File: config.mk
export PLATFORM = sky130hd
export DESIGN_NAME = synced_joint_motion_profiler
export DESIGN_NICKNAME = d
export VERILOG_FILES = /design/src/hdl/sjmp_pkg.sv /design/src/hdl/sjmp_sermul.sv /design/src/hdl/sjmp_serdiv.sv /design/src/hdl/synced_joint_motion_profiler.sv
export VERILOG_INCLUDE_DIRS = /design/src /design/src/hdl
export SDC_FILE = /design/constraint.sdc
export NUM_CORES = 2
export LEC_CHECK = 0
export ABC_CLOCK_PERIOD_IN_PS = 25800
export BUFFER_PORTS_ARGS = -buffer_cell sky130_fd_sc_hd__clkbuf_2
export CAP_MARGIN = 20
export CORE_MARGIN = 1
export CORE_UTILIZATION = 60
export CTS_CLUSTER_DIAMETER = 120
export CTS_CLUSTER_SIZE = 30
export DETAILED_ROUTE_END_ITERATION = 7
export PLACE_DENSITY = 0.78
export SYNTH_ARGS = -nofsm -noshare
export SYNTH_HDL_FRONTEND = slang
export SYNTH_SLANG_ARGS = --single-unit
File: constraint.sdc
create_clock -name clk_i -period 25.8 [get_ports clk_i]
set_input_delay 2.58 -clock clk_i [delete_from_list [all_inputs] [get_ports clk_i]]
set_output_delay 2.58 -clock clk_i [all_outputs]
set_load 0.1 [all_outputs]
File: src/hdl/synced_joint_motion_profiler_defines.svh
// Assertion macros for the synced joint motion profiler.
// Used by the top level; expects clk_i and rst_ni in scope.
`ifndef SYNCED_JOINT_MOTION_PROFILER_DEFINES_SVH
`define SYNCED_JOINT_MOTION_PROFILER_DEFINES_SVH

// same-cycle implication, disabled in reset
`define SJMP_ASSERT_IMPL(label, ante, cons, msg) \
  label: assert property (@(posedge clk_i) disable iff (!rst_ni) (ante) |-> (cons)) \
    else $error(msg);

// next-cycle implication, disabled in reset
`define SJMP_ASSERT_NEXT(label, ante, cons, msg) \
  label: assert property (@(posedge clk_i) disable iff (!rst_ni) (ante) |=> (cons)) \
    else $error(msg);

`endif

File: src/hdl/sjmp_pkg.sv
// Shared types and constants of the synced joint motion profiler.
// No dependencies; imported by every module of the block.
package sjmp_pkg;

  localparam int unsigned NJ       = 5;
  localparam int unsigned ANG_W    = 17;
  localparam int unsigned TDATA_W  = 88;
  localparam int unsigned MUL_A_W  = 32;
  localparam int unsigned MUL_B_W  = 18;
  localparam int unsigned MUL_P_W  = MUL_A_W + MUL_B_W;
  localparam int unsigned DIV_R_W  = 17;
  localparam int unsigned DVD_W    = 18;
  localparam int unsigned CNT_W    = 5;

  localparam logic [ANG_W-1:0]   ANG_MAX  = 17'h1FFFF;
  localparam logic [ANG_W-1:0]   Q16_ONE  = 17'h10000;
  localparam logic [MUL_B_W-1:0] EASE_K   = 18'd196608;
  localparam logic [CNT_W-1:0]   LEN_STEPS = 5'd18;
  localparam logic [CNT_W-1:0]   U_STEPS   = 5'd16;

  localparam logic [1:0] CFG_STEP   = 2'd0;
  localparam logic [1:0] CFG_BLEND  = 2'd1;
  localparam logic [1:0] CFG_THRESH = 2'd2;

  typedef enum logic [10:0] {
    ST_IDLE  = 11'b000_0000_0001,
    ST_CHK   = 11'b000_0000_0010,
    ST_DLEN  = 11'b000_0000_0100,
    ST_TICK  = 11'b000_0000_1000,
    ST_DIVU  = 11'b000_0001_0000,
    ST_MSQ   = 11'b000_0010_0000,
    ST_MEASE = 11'b000_0100_0000,
    ST_MBL   = 11'b000_1000_0000,
    ST_MGO   = 11'b001_0000_0000,
    ST_MSPAN = 11'b010_0000_0000,
    ST_OUT   = 11'b100_0000_0000
  } state_e;

  typedef struct packed {
    logic               start;
    logic [MUL_A_W-1:0] a;
    logic [MUL_B_W-1:0] b;
  } mul_req_t;

  typedef struct packed {
    logic               start;
    logic [DIV_R_W-1:0] rem;
    logic [DVD_W-1:0]   dvd;
    logic [DIV_R_W-1:0] divisor;
    logic [CNT_W-1:0]   steps;
  } div_req_t;

endpackage

File: src/hdl/sjmp_sermul.sv
// Bit-serial shift-and-add multiplier, one multiplier bit per cycle.
// Depends on sjmp_pkg.
module sjmp_sermul import sjmp_pkg::*; (
  input  logic               clk_i,
  input  logic               rst_ni,
  input  mul_req_t           req_i,
  output logic               done_o,
  output logic [MUL_P_W-1:0] prod_o
);

  logic [MUL_P_W-1:0] p_q, p_d;
  logic [MUL_A_W-1:0] a_q;
  logic [CNT_W-1:0]   cnt_q;
  logic               done_q;
  logic [MUL_A_W:0]   sum;

  always_comb begin
    sum = {1'b0, p_q[MUL_P_W-1:MUL_B_W]} + (p_q[0] ? {1'b0, a_q} : '0);
    p_d = {sum, p_q[MUL_B_W-1:1]};
  end

  always_ff @(posedge clk_i or negedge rst_ni) begin
    if (!rst_ni) begin
      cnt_q  <= '0;
      done_q <= 1'b0;
    end else begin
      done_q <= (cnt_q == CNT_W'(1)) && !req_i.start;
      if (req_i.start) begin
        cnt_q <= CNT_W'(MUL_B_W);
      end else if (cnt_q != '0) begin
        cnt_q <= cnt_q - CNT_W'(1);
      end
    end
  end

  // operand and product need no reset
  always_ff @(posedge clk_i) begin
    if (req_i.start) begin
      a_q <= req_i.a;
      p_q <= {{MUL_A_W{1'b0}}, req_i.b};
    end else if (cnt_q != '0) begin
      p_q <= p_d;
    end
  end

  assign done_o = done_q;
  assign prod_o = p_q;

endmodule

File: src/hdl/sjmp_serdiv.sv
// Restoring divider, one quotient bit per cycle.
// Depends on sjmp_pkg.
module sjmp_serdiv import sjmp_pkg::*; (
  input  logic             clk_i,
  input  logic             rst_ni,
  input  div_req_t         req_i,
  output logic             done_o,
  output logic [DVD_W-1:0] quot_o
);

  logic [DIV_R_W-1:0] rem_q, divisor_q;
  logic [DVD_W-1:0]   dvd_q;
  logic [CNT_W-1:0]   cnt_q;
  logic               done_q;
  logic [DIV_R_W:0]   r2, r2_sub;
  logic               ge;

  always_comb begin
    r2     = {rem_q, dvd_q[DVD_W-1]};
    r2_sub = r2 - {1'b0, divisor_q};
    ge     = r2 >= {1'b0, divisor_q};
  end

  always_ff @(posedge clk_i or negedge rst_ni) begin
    if (!rst_ni) begin
      cnt_q  <= '0;
      done_q <= 1'b0;
    end else begin
      done_q <= (cnt_q == CNT_W'(1)) && !req_i.start;
      if (req_i.start) begin
        cnt_q <= req_i.steps;
      end else if (cnt_q != '0) begin
        cnt_q <= cnt_q - CNT_W'(1);
      end
    end
  end

  always_ff @(posedge clk_i) begin
    if (req_i.start) begin
      rem_q     <= req_i.rem;
      dvd_q     <= req_i.dvd;
      divisor_q <= req_i.divisor;
    end else if (cnt_q != '0) begin
      rem_q <= ge ? r2_sub[DIV_R_W-1:0] : r2[DIV_R_W-1:0];
      dvd_q <= {dvd_q[DVD_W-2:0], ge};
    end
  end

  assign done_o = done_q;
  assign quot_o = dvd_q;

endmodule

File: src/hdl/synced_joint_motion_profiler.sv
// Top level of the synced joint motion profiler: control sequencer and joint state.
// Depends on sjmp_pkg, sjmp_sermul, sjmp_serdiv and the defines header.
//
//  channel  | direction | tdata (low bit up)               | tuser
//  s_axis   | in        | shoulder,elbow,wrist,twist,claw  | cmd
//  m_axis   | out       | five setpoints, same order        | moving
//  cfg      | in        | index 0..2, 16 bit data           | -
//
// An idle tick or the last tick of a move goes from ST_TICK straight to ST_OUT; a snap passes ST_CHK first.
// A new move adds the length division in ST_DLEN; any other tick of a move runs
// the divider for u and then 8 serial products (square, ease, blend, five joint spans)
// through ST_DIVU, ST_MSQ, ST_MEASE, ST_MBL and ST_MGO/ST_MSPAN.
// Reset puts every joint at its home angle with no move running.
// A stalled result holds in the output register; the next item runs and waits in ST_OUT.
module synced_joint_motion_profiler import sjmp_pkg::*; #(
  parameter int unsigned ANGLE_FRAC_BITS = 8
) (
  input  logic               clk_i,
  input  logic               rst_ni,
  input  logic               s_axis_tvalid,
  output logic               s_axis_tready,
  input  logic [TDATA_W-1:0] s_axis_tdata,  // shoulder,elbow,wrist,twist,claw targets
  input  logic [0:0]         s_axis_tuser,  // cmd
  output logic               m_axis_tvalid,
  input  logic               m_axis_tready,
  output logic [TDATA_W-1:0] m_axis_tdata,  // shoulder,elbow,wrist,twist,claw setpoints
  output logic [0:0]         m_axis_tuser,  // moving
  input  logic               cfg_valid_i,
  output logic               cfg_ready_o,
  input  logic [1:0]         cfg_index_i,
  input  logic [15:0]        cfg_data_i
);

  `include "synced_joint_motion_profiler_defines.svh"

  // home angles, cut to the angle width
  localparam logic [ANG_W-1:0] HOME_90  = ANG_W'(64'd90 << ANGLE_FRAC_BITS);
  localparam logic [ANG_W-1:0] HOME_180 = ANG_W'(64'd180 << ANGLE_FRAC_BITS);
  localparam logic [NJ-1:0][ANG_W-1:0] HOME = {HOME_90, HOME_90, HOME_90, HOME_180, HOME_90};

  state_e state_q, state_d;

  logic [NJ-1:0][ANG_W-1:0] tgt_q;
  logic                     cmd_q;
  logic [NJ-1:0][ANG_W-1:0] goal_q, goal_d, start_q, start_d, cur_q, cur_d;
  logic [ANG_W-1:0]         tick_q, tick_d, len_q, len_d;
  logic [15:0]              u_q, u_d;
  logic [ANG_W-1:0]         eased_q, eased_d, s_q, s_d;
  logic [2:0]               jidx_q, jidx_d;

  logic [15:0]              step_q, blend_q;
  logic [7:0]               thr_q;

  logic                     m_valid_q;
  logic [TDATA_W-1:0]       m_data_q;
  logic                     m_user_q;

  mul_req_t                 mul_req;
  logic                     mul_done;
  logic [MUL_P_W-1:0]       mul_prod;
  div_req_t                 div_req;
  logic                     div_done;
  logic [DVD_W-1:0]         div_quot;

  logic                     in_acc, out_load;

  sjmp_sermul u_mul (
    .clk_i  (clk_i),
    .rst_ni (rst_ni),
    .req_i  (mul_req),
    .done_o (mul_done),
    .prod_o (mul_prod)
  );

  sjmp_serdiv u_div (
    .clk_i  (clk_i),
    .rst_ni (rst_ni),
    .req_i  (div_req),
    .done_o (div_done),
    .quot_o (div_quot)
  );

  assign s_axis_tready = (state_q == ST_IDLE);
  assign in_acc        = s_axis_tvalid && s_axis_tready;
  assign out_load      = (state_q == ST_OUT) && (!m_valid_q || m_axis_tready);
  assign cfg_ready_o   = 1'b1;

  always_comb begin
    logic [ANG_W-1:0]   maxd, dj, tick_inc, eased_w, term, span_mag;
    logic [15:0]        step_eff;
    logic [ANG_W:0]     diff_w;
    logic [DVD_W:0]     s_raw, v_raw;
    logic               diff_neg, span_neg;
    logic [MUL_P_W-1:0] rnd;

    state_d = state_q;
    goal_d  = goal_q;
    start_d = start_q;
    cur_d   = cur_q;
    tick_d  = tick_q;
    len_d   = len_q;
    u_d     = u_q;
    eased_d = eased_q;
    s_d     = s_q;
    jidx_d  = jidx_q;
    mul_req = '0;
    div_req = '0;

    step_eff = (step_q == '0) ? 16'd1 : step_q;

    // largest joint distance between targets and present setpoints
    maxd = '0;
    for (int j = 0; j < NJ; j++) begin
      dj = (tgt_q[j] >= cur_q[j]) ? tgt_q[j] - cur_q[j] : cur_q[j] - tgt_q[j];
      if (dj > maxd) maxd = dj;
    end

    tick_inc = tick_q + ANG_W'(1);

    diff_w   = {2'b00, u_q} - {1'b0, eased_q};
    diff_neg = diff_w[ANG_W];

    span_neg = goal_q[jidx_q] < start_q[jidx_q];
    span_mag = span_neg ? start_q[jidx_q] - goal_q[jidx_q]
                        : goal_q[jidx_q] - start_q[jidx_q];

    eased_w = '0;
    term    = '0;
    s_raw   = '0;
    v_raw   = '0;
    rnd     = '0;

    case (state_q)
      ST_IDLE: begin
        if (in_acc) state_d = s_axis_tuser[0] ? ST_CHK : ST_TICK;
      end
      ST_CHK: begin
        goal_d = tgt_q;
        tick_d = '0;
        if (maxd < {{(ANG_W-8){1'b0}}, thr_q}) begin
          // snap: no move
          cur_d   = tgt_q;
          len_d   = '0;
          state_d = ST_TICK;
        end else begin
          start_d         = cur_q;
          div_req.start   = 1'b1;
          div_req.rem     = '0;
          div_req.dvd     = {1'b0, maxd} + {2'b00, step_eff} - DVD_W'(1);
          div_req.divisor = {1'b0, step_eff};
          div_req.steps   = LEN_STEPS;
          state_d         = ST_DLEN;
        end
      end
      ST_DLEN: begin
        if (div_done) begin
          len_d   = (div_quot == '0) ? ANG_W'(1) : div_quot[ANG_W-1:0];
          state_d = ST_TICK;
        end
      end
      ST_TICK: begin
        if (tick_q < len_q) begin
          tick_d = tick_inc;
          if (tick_inc >= len_q) begin
            cur_d   = goal_q;
            state_d = ST_OUT;
          end else begin
            // u = tick * 2^16 / length
            div_req.start   = 1'b1;
            div_req.rem     = tick_inc;
            div_req.dvd     = '0;
            div_req.divisor = len_q;
            div_req.steps   = U_STEPS;
            state_d         = ST_DIVU;
          end
        end else begin
          state_d = ST_OUT;
        end
      end
      ST_DIVU: begin
        if (div_done) begin
          u_d           = div_quot[15:0];
          mul_req.start = 1'b1;
          mul_req.a     = {16'd0, div_quot[15:0]};
          mul_req.b     = {2'b00, div_quot[15:0]};
          state_d       = ST_MSQ;
        end
      end
      ST_MSQ: begin
        if (mul_done) begin
          mul_req.start = 1'b1;
          mul_req.a     = mul_prod[MUL_A_W-1:0];
          mul_req.b     = EASE_K - {1'b0, u_q, 1'b0};
          state_d       = ST_MEASE;
        end
      end
      ST_MEASE: begin
        if (mul_done) begin
          rnd      = mul_prod + (MUL_P_W'(1) << 31);
          eased_w  = rnd[48:32];
          eased_d  = eased_w;
          diff_w   = {2'b00, u_q} - {1'b0, eased_w};
          diff_neg = diff_w[ANG_W];
          mul_req.start = 1'b1;
          mul_req.a = MUL_A_W'(diff_neg ? ANG_W'(-diff_w) : diff_w[ANG_W-1:0]);
          mul_req.b = {2'b00, blend_q};
          state_d   = ST_MBL;
        end
      end
      ST_MBL: begin
        if (mul_done) begin
          rnd   = mul_prod + (MUL_P_W'(1) << 15);
          term  = rnd[32:16];
          s_raw = diff_neg ? {2'b00, eased_q} - {2'b00, term}
                           : {2'b00, eased_q} + {2'b00, term};
          // clamp s to [0, 1.0]
          if (s_raw[DVD_W]) s_d = '0;
          else if (s_raw[DVD_W-1:0] > {1'b0, Q16_ONE}) s_d = Q16_ONE;
          else s_d = s_raw[ANG_W-1:0];
          jidx_d  = '0;
          state_d = ST_MGO;
        end
      end
      ST_MGO: begin
        mul_req.start = 1'b1;
        mul_req.a     = MUL_A_W'(span_mag);
        mul_req.b     = {1'b0, s_q};
        state_d       = ST_MSPAN;
      end
      ST_MSPAN: begin
        if (mul_done) begin
          rnd   = mul_prod + (MUL_P_W'(1) << 15);
          term  = rnd[32:16];
          v_raw = span_neg ? {2'b00, start_q[jidx_q]} - {2'b00, term}
                           : {2'b00, start_q[jidx_q]} + {2'b00, term};
          if (v_raw[DVD_W]) cur_d[jidx_q] = '0;
          else if (v_raw[DVD_W-1]) cur_d[jidx_q] = ANG_MAX;
          else cur_d[jidx_q] = v_raw[ANG_W-1:0];
          if (jidx_q == 3'(NJ - 1)) begin
            state_d = ST_OUT;
          end else begin
            jidx_d  = jidx_q + 3'd1;
            state_d = ST_MGO;
          end
        end
      end
      ST_OUT: begin
        if (out_load) state_d = ST_IDLE;
      end
      default: state_d = ST_IDLE;
    endcase
  end

  always_ff @(posedge clk_i or negedge rst_ni) begin
    if (!rst_ni) begin
      state_q   <= ST_IDLE;
      goal_q    <= HOME;
      start_q   <= HOME;
      cur_q     <= HOME;
      tick_q    <= '0;
      len_q     <= '0;
      jidx_q    <= '0;
      step_q    <= 16'd72;
      blend_q   <= 16'd22938;
      thr_q     <= 8'd1;
      m_valid_q <= 1'b0;
    end else begin
      state_q <= state_d;
      goal_q  <= goal_d;
      start_q <= start_d;
      cur_q   <= cur_d;
      tick_q  <= tick_d;
      len_q   <= len_d;
      jidx_q  <= jidx_d;
      if (cfg_valid_i) begin
        case (cfg_index_i)
          CFG_STEP:   step_q  <= cfg_data_i;
          CFG_BLEND:  blend_q <= cfg_data_i;
          CFG_THRESH: thr_q   <= cfg_data_i[7:0];
          default: ;
        endcase
      end
      if (out_load) m_valid_q <= 1'b1;
      else if (m_axis_tready) m_valid_q <= 1'b0;
    end
  end

  // payload registers
  always_ff @(posedge clk_i) begin
    u_q     <= u_d;
    eased_q <= eased_d;
    s_q     <= s_d;
    if (in_acc) begin
      cmd_q <= s_axis_tuser[0];
      for (int j = 0; j < NJ; j++) tgt_q[j] <= s_axis_tdata[j*ANG_W +: ANG_W];
    end
    if (out_load) begin
      m_data_q <= {{(TDATA_W - NJ*ANG_W){1'b0}}, cur_q};
      m_user_q <= tick_q < len_q;
    end
  end

  assign m_axis_tvalid   = m_valid_q;
  assign m_axis_tdata    = m_data_q;
  assign m_axis_tuser[0] = m_user_q;

  `SJMP_ASSERT_IMPL(a_tick_in_range, 1'b1, tick_q <= len_q, "tick count past move length")
  `SJMP_ASSERT_IMPL(a_settled_on_goal, (state_q == ST_IDLE) && (tick_q == len_q) && !cmd_q, cur_q == goal_q, "idle with no move but setpoints off goal")
  `SJMP_ASSERT_IMPL(a_result_from_out, $rose(m_axis_tvalid), $past(state_q == ST_OUT), "result raised outside output state")

endmodule
==> impl_metrics.toml <==
[placed_design]
dp.final_hpwl_um = 130600
routabilityCongestion = 1.058
io_buffers = 196
placed_cell_area_um2 = 53250

[global_routing]
antenna_found_initial = 5
grt_usage_pct = 38.99
grt_max_degree = 133
grt_pass1_wl_um = 254800
grt-ovfl-total = 0
grt_pass1_vias = 41430

[timing]
tns_ns = 0
min_period_ns = 17.11
worst_pin_slew_ns = 1.398
grt_setup_unrepaired = "false"
finalClockSkew_ns = 0.02792
hold_violations = 0
post-route-period-util_pct = 66.34
setup_viol = 0
fmax_mhz = 58.43
relSlewSlack_pct = 6.784
slew_viol_final = 0

[clock_network]
cts_resized = 0
cts_buffers = 30
root_buffer = "clkbuf_16"
path_clk_slew_ns = 0.12
htree_levels = 1
post_cts.repair.setup_buffers = 0
cts_tree = "yes"
cts_buffer_depth = 3
clk_latency_ns = 0.68
cts.sinks = 711
ctsHoldBuffers = 0

[synth]
ys_seq_area_share_pct = 37.65
yosys.cell_types.count = 106
synth_ff_type = "edfxtp_1"
synth-seq-cells = 711
syn-cell-area_um2 = 51360
synth_area_per_cell_um2 = 8.928
syn_inst = 5753
synth_edf_count = 323
synth_warnings = 0
async_flop_share_pct = 50.07

[drt]
firstDrtPassIters = 8
drc = 0
num_vias = 44700
antenna_left = 0
wirelength_um = 171300
vias_per_cell = 6.449
wire_per_inst_um = 24.72
drt_iter0_markers = 4948

[finish]
num-nets-final = 6400
finalInstanceArea_um2 = 54290
syn_to_final_growth_pct = 5.710
multi_input_area_um2 = 29150
seq_area_um2 = 19340
fillers = 7080
layout-drive-gt1-share_pct = 8.841

[critical_path]
cp.required_ns = 26.32
worst_path_most_repeated_cell = "ha_1"
cp_slowest_stage_delay_ns = 0.90
worstSetupPathType = "flip-flop to flip-flop"
critical_path.startpoint_type = "flip-flop"
path_max_fanout = 61
crit_arrival_ns = 17.63
worstSetupEndpointType = "flip-flop"
r2r-start = "tgt_q[1]$_DFFE_PP_"
r2r-end = "u_div.rem_q[5]$_DFFE_PP_"
reg2reg_slack_ns = 8.69
ff2ff_path_depth = 58
crit_slowest_cell = "xnor2_1"

[flow_run]
cap_violations = 0

[floorplanning]
rows = 106
dieWidth_um = 294.6
ios = 204
initial_core_util_pct = 60.99
core_um2 = 84220
die_area_um2 = 86780
fp.dieH_um = 294.6

[min_path]
min_delay_path_depth = 1
min_to = "u_div.done_o$_DFF_PN0_"
hold_path_class = "flip-flop to flip-flop"
hp-start = "u_div.cnt_q[4]$_DFFE_PN0P_"

[run_status]
status = "finished clean"
==> through the flow <==
stage | worst slack, ns | hold WS (ns) | utilization, % | cells
after CTS | 9.462 | 0.4445 | 64.40 | 6922
final | 8.685 | 0.4581 | 64.47 | 6932
after floorplan | 11.60 | 0.4092 | - | 5755
after detailed placement | 9.509 | 0.4327 | 63.23 | 6867
after global routing | 7.892 | 0.4629 | 64.45 | 6927
after global placement | 9.645 | 0.4285 | 63.23 | 6867
==> state kept, by name, summed over array words and instances (netlist names), 18 cells and up <==
signal        cells
cur_q            85
goal_q           85
m_axis_tdata     85
start_q          85
tgt_q            85
u_mul.prod_o     50
u_mul.a_q        32
u_div.quot_o     18
==> cell usage after synthesis, drive strengths merged (27+ instances only) <==
cell type	instances	area (µm²)
nand2	632	2380
o21ai	534	2673
inv	504	1892
ha	500	6256
a21oi	426	2140
nor2	358	1346
edfxtp	323	9699
dfrtp	284	7107
clkbuf	198	744.5
xnor2	156	1366
a21o	124	930.9
mux2i	114	1141
nand3	111	560.5
xor2	97	849.6
nor3	94	475.5
buf	79	427.9
o31ai	78	599.3
and2	74	463.0
dfstp	72	1892
o21a	65	488.0
a31oi	52	340.3
o2bb2ai	51	446.7
a22oi	50	375.4
mux2	49	551.8
nand4	44	287.8
nor2b	43	269.0
o22ai	42	262.8
a211oi	41	312.8
and3	41	256.5
a22o	40	350.3
nand2b	38	237.7
dfxtp	32	640.6
o21bai	30	225.2
nor4	29	187.7
or3	28	175.2
a221oi	27	242.7
==> worst max path at each step <==
stage                                from                        end  slack, ns  depth (start not counted)
floorplan           cur_q[12]$_DFFE_PN1P_  u_div.quot_o[0]$_DFFE_PP_      11.60                         61
global placement       tgt_q[8]$_DFFE_PP_   u_div.rem_q[1]$_DFFE_PP_       9.65                         57
detailed placement     tgt_q[1]$_DFFE_PP_   u_div.rem_q[1]$_DFFE_PP_       9.51                         57
CTS                    tgt_q[1]$_DFFE_PP_   u_div.rem_q[1]$_DFFE_PP_       9.46                         57
global route           tgt_q[1]$_DFFE_PP_   u_div.rem_q[5]$_DFFE_PP_       7.89                         56
finish                 tgt_q[1]$_DFFE_PP_   u_div.rem_q[5]$_DFFE_PP_       8.69                         58
==> layout by cell type (no fill, tap or decap), types with 20 or more instances in the layout <==
master and instances:
fa_1 20, a21oi_1 423, mux2i_1 114, nand4_1 42, o21a_1 65, buf_4 59
mux2_2 49, edfxtp_1 323, nand2b_1 37, and2_1 71, o2bb2ai_1 51, a211oi_1 40
and3_1 41, nand2_1 631, nor3_1 90, dfrtp_1 283, inv_1 502, a222oi_1 22
o21bai_1 30, dfstp_2 72, a221oi_1 26, nor2_1 354, xor2_1 97, a22o_1 40
o211ai_1 23, nor2b_1 42, o21ai_0 523, a22oi_1 50, nor4_1 27, ha_1 500
nand3_1 110, xnor2_1 156, or3_1 28, clkbuf_16 32, a31oi_1 51, o31ai_1 76
dfxtp_1 32, o22ai_1 38, clkbuf_2 195, a21o_1 124
==> cell families (layout without fill, tap and decap cells) <==
logic type / after synthesis / count (layout) / synth area share [%]
adder cells (fa/ha/maj): 520 / 520 / 12.96
buffers and inverters: 783 / 819 / 5.980
flip-flops: 711 / 711 / 37.65
AND/OR/NAND/NOR: 1564 / 1564 / 14.01
XOR/XNOR: 253 / 253 / 4.314
AO/OA/AOI/OAI: 1756 / 1756 / 21.73
other: 2 / 11 / 0.01462
multiplexers: 164 / 164 / 3.340
==> area by class of cell <==
class / instances / area share, %
Timing Repair Buffer: 258 / 2.738
Sequential cell: 711 / 35.62
Clock buffer: 44 / 1.558
Clock inverter: 11 / 0.2512
Multi-Input combinational cell: 4261 / 53.68
Antenna cell: 7 / 0.03226
Inverter: 506 / 3.498
Tap cell: 1134 / 2.613
==> layer usage <==
| layer | routed length, µm | vias to the layer above | global-route usage, % |
|---|---|---|---|
| li1 | - | 20540 | - |
| met1 | 68000 | 21470 | 51.18 |
| met2 | 74860 | 2221 | 59.60 |
| met3 | 16050 | 465 | 6.877 |
| met4 | 12400 | 4 | 24.80 |
| met5 | 30 | - | 0 |
==> critical path: cells and delay by family, from the launching register on <==
family,cells,cell delay [ns]
simple gates,19,4.58
compound gates,18,4.52
buf+inv,9,2.37
mux,5,2.11
fa+ha+maj,6,1.91
xor+xnor,1,0.90
flops,1,0.51
Power is not shown: default switching activity piles up to over one toggle a cycle in this logic, so the estimate is an artifact.
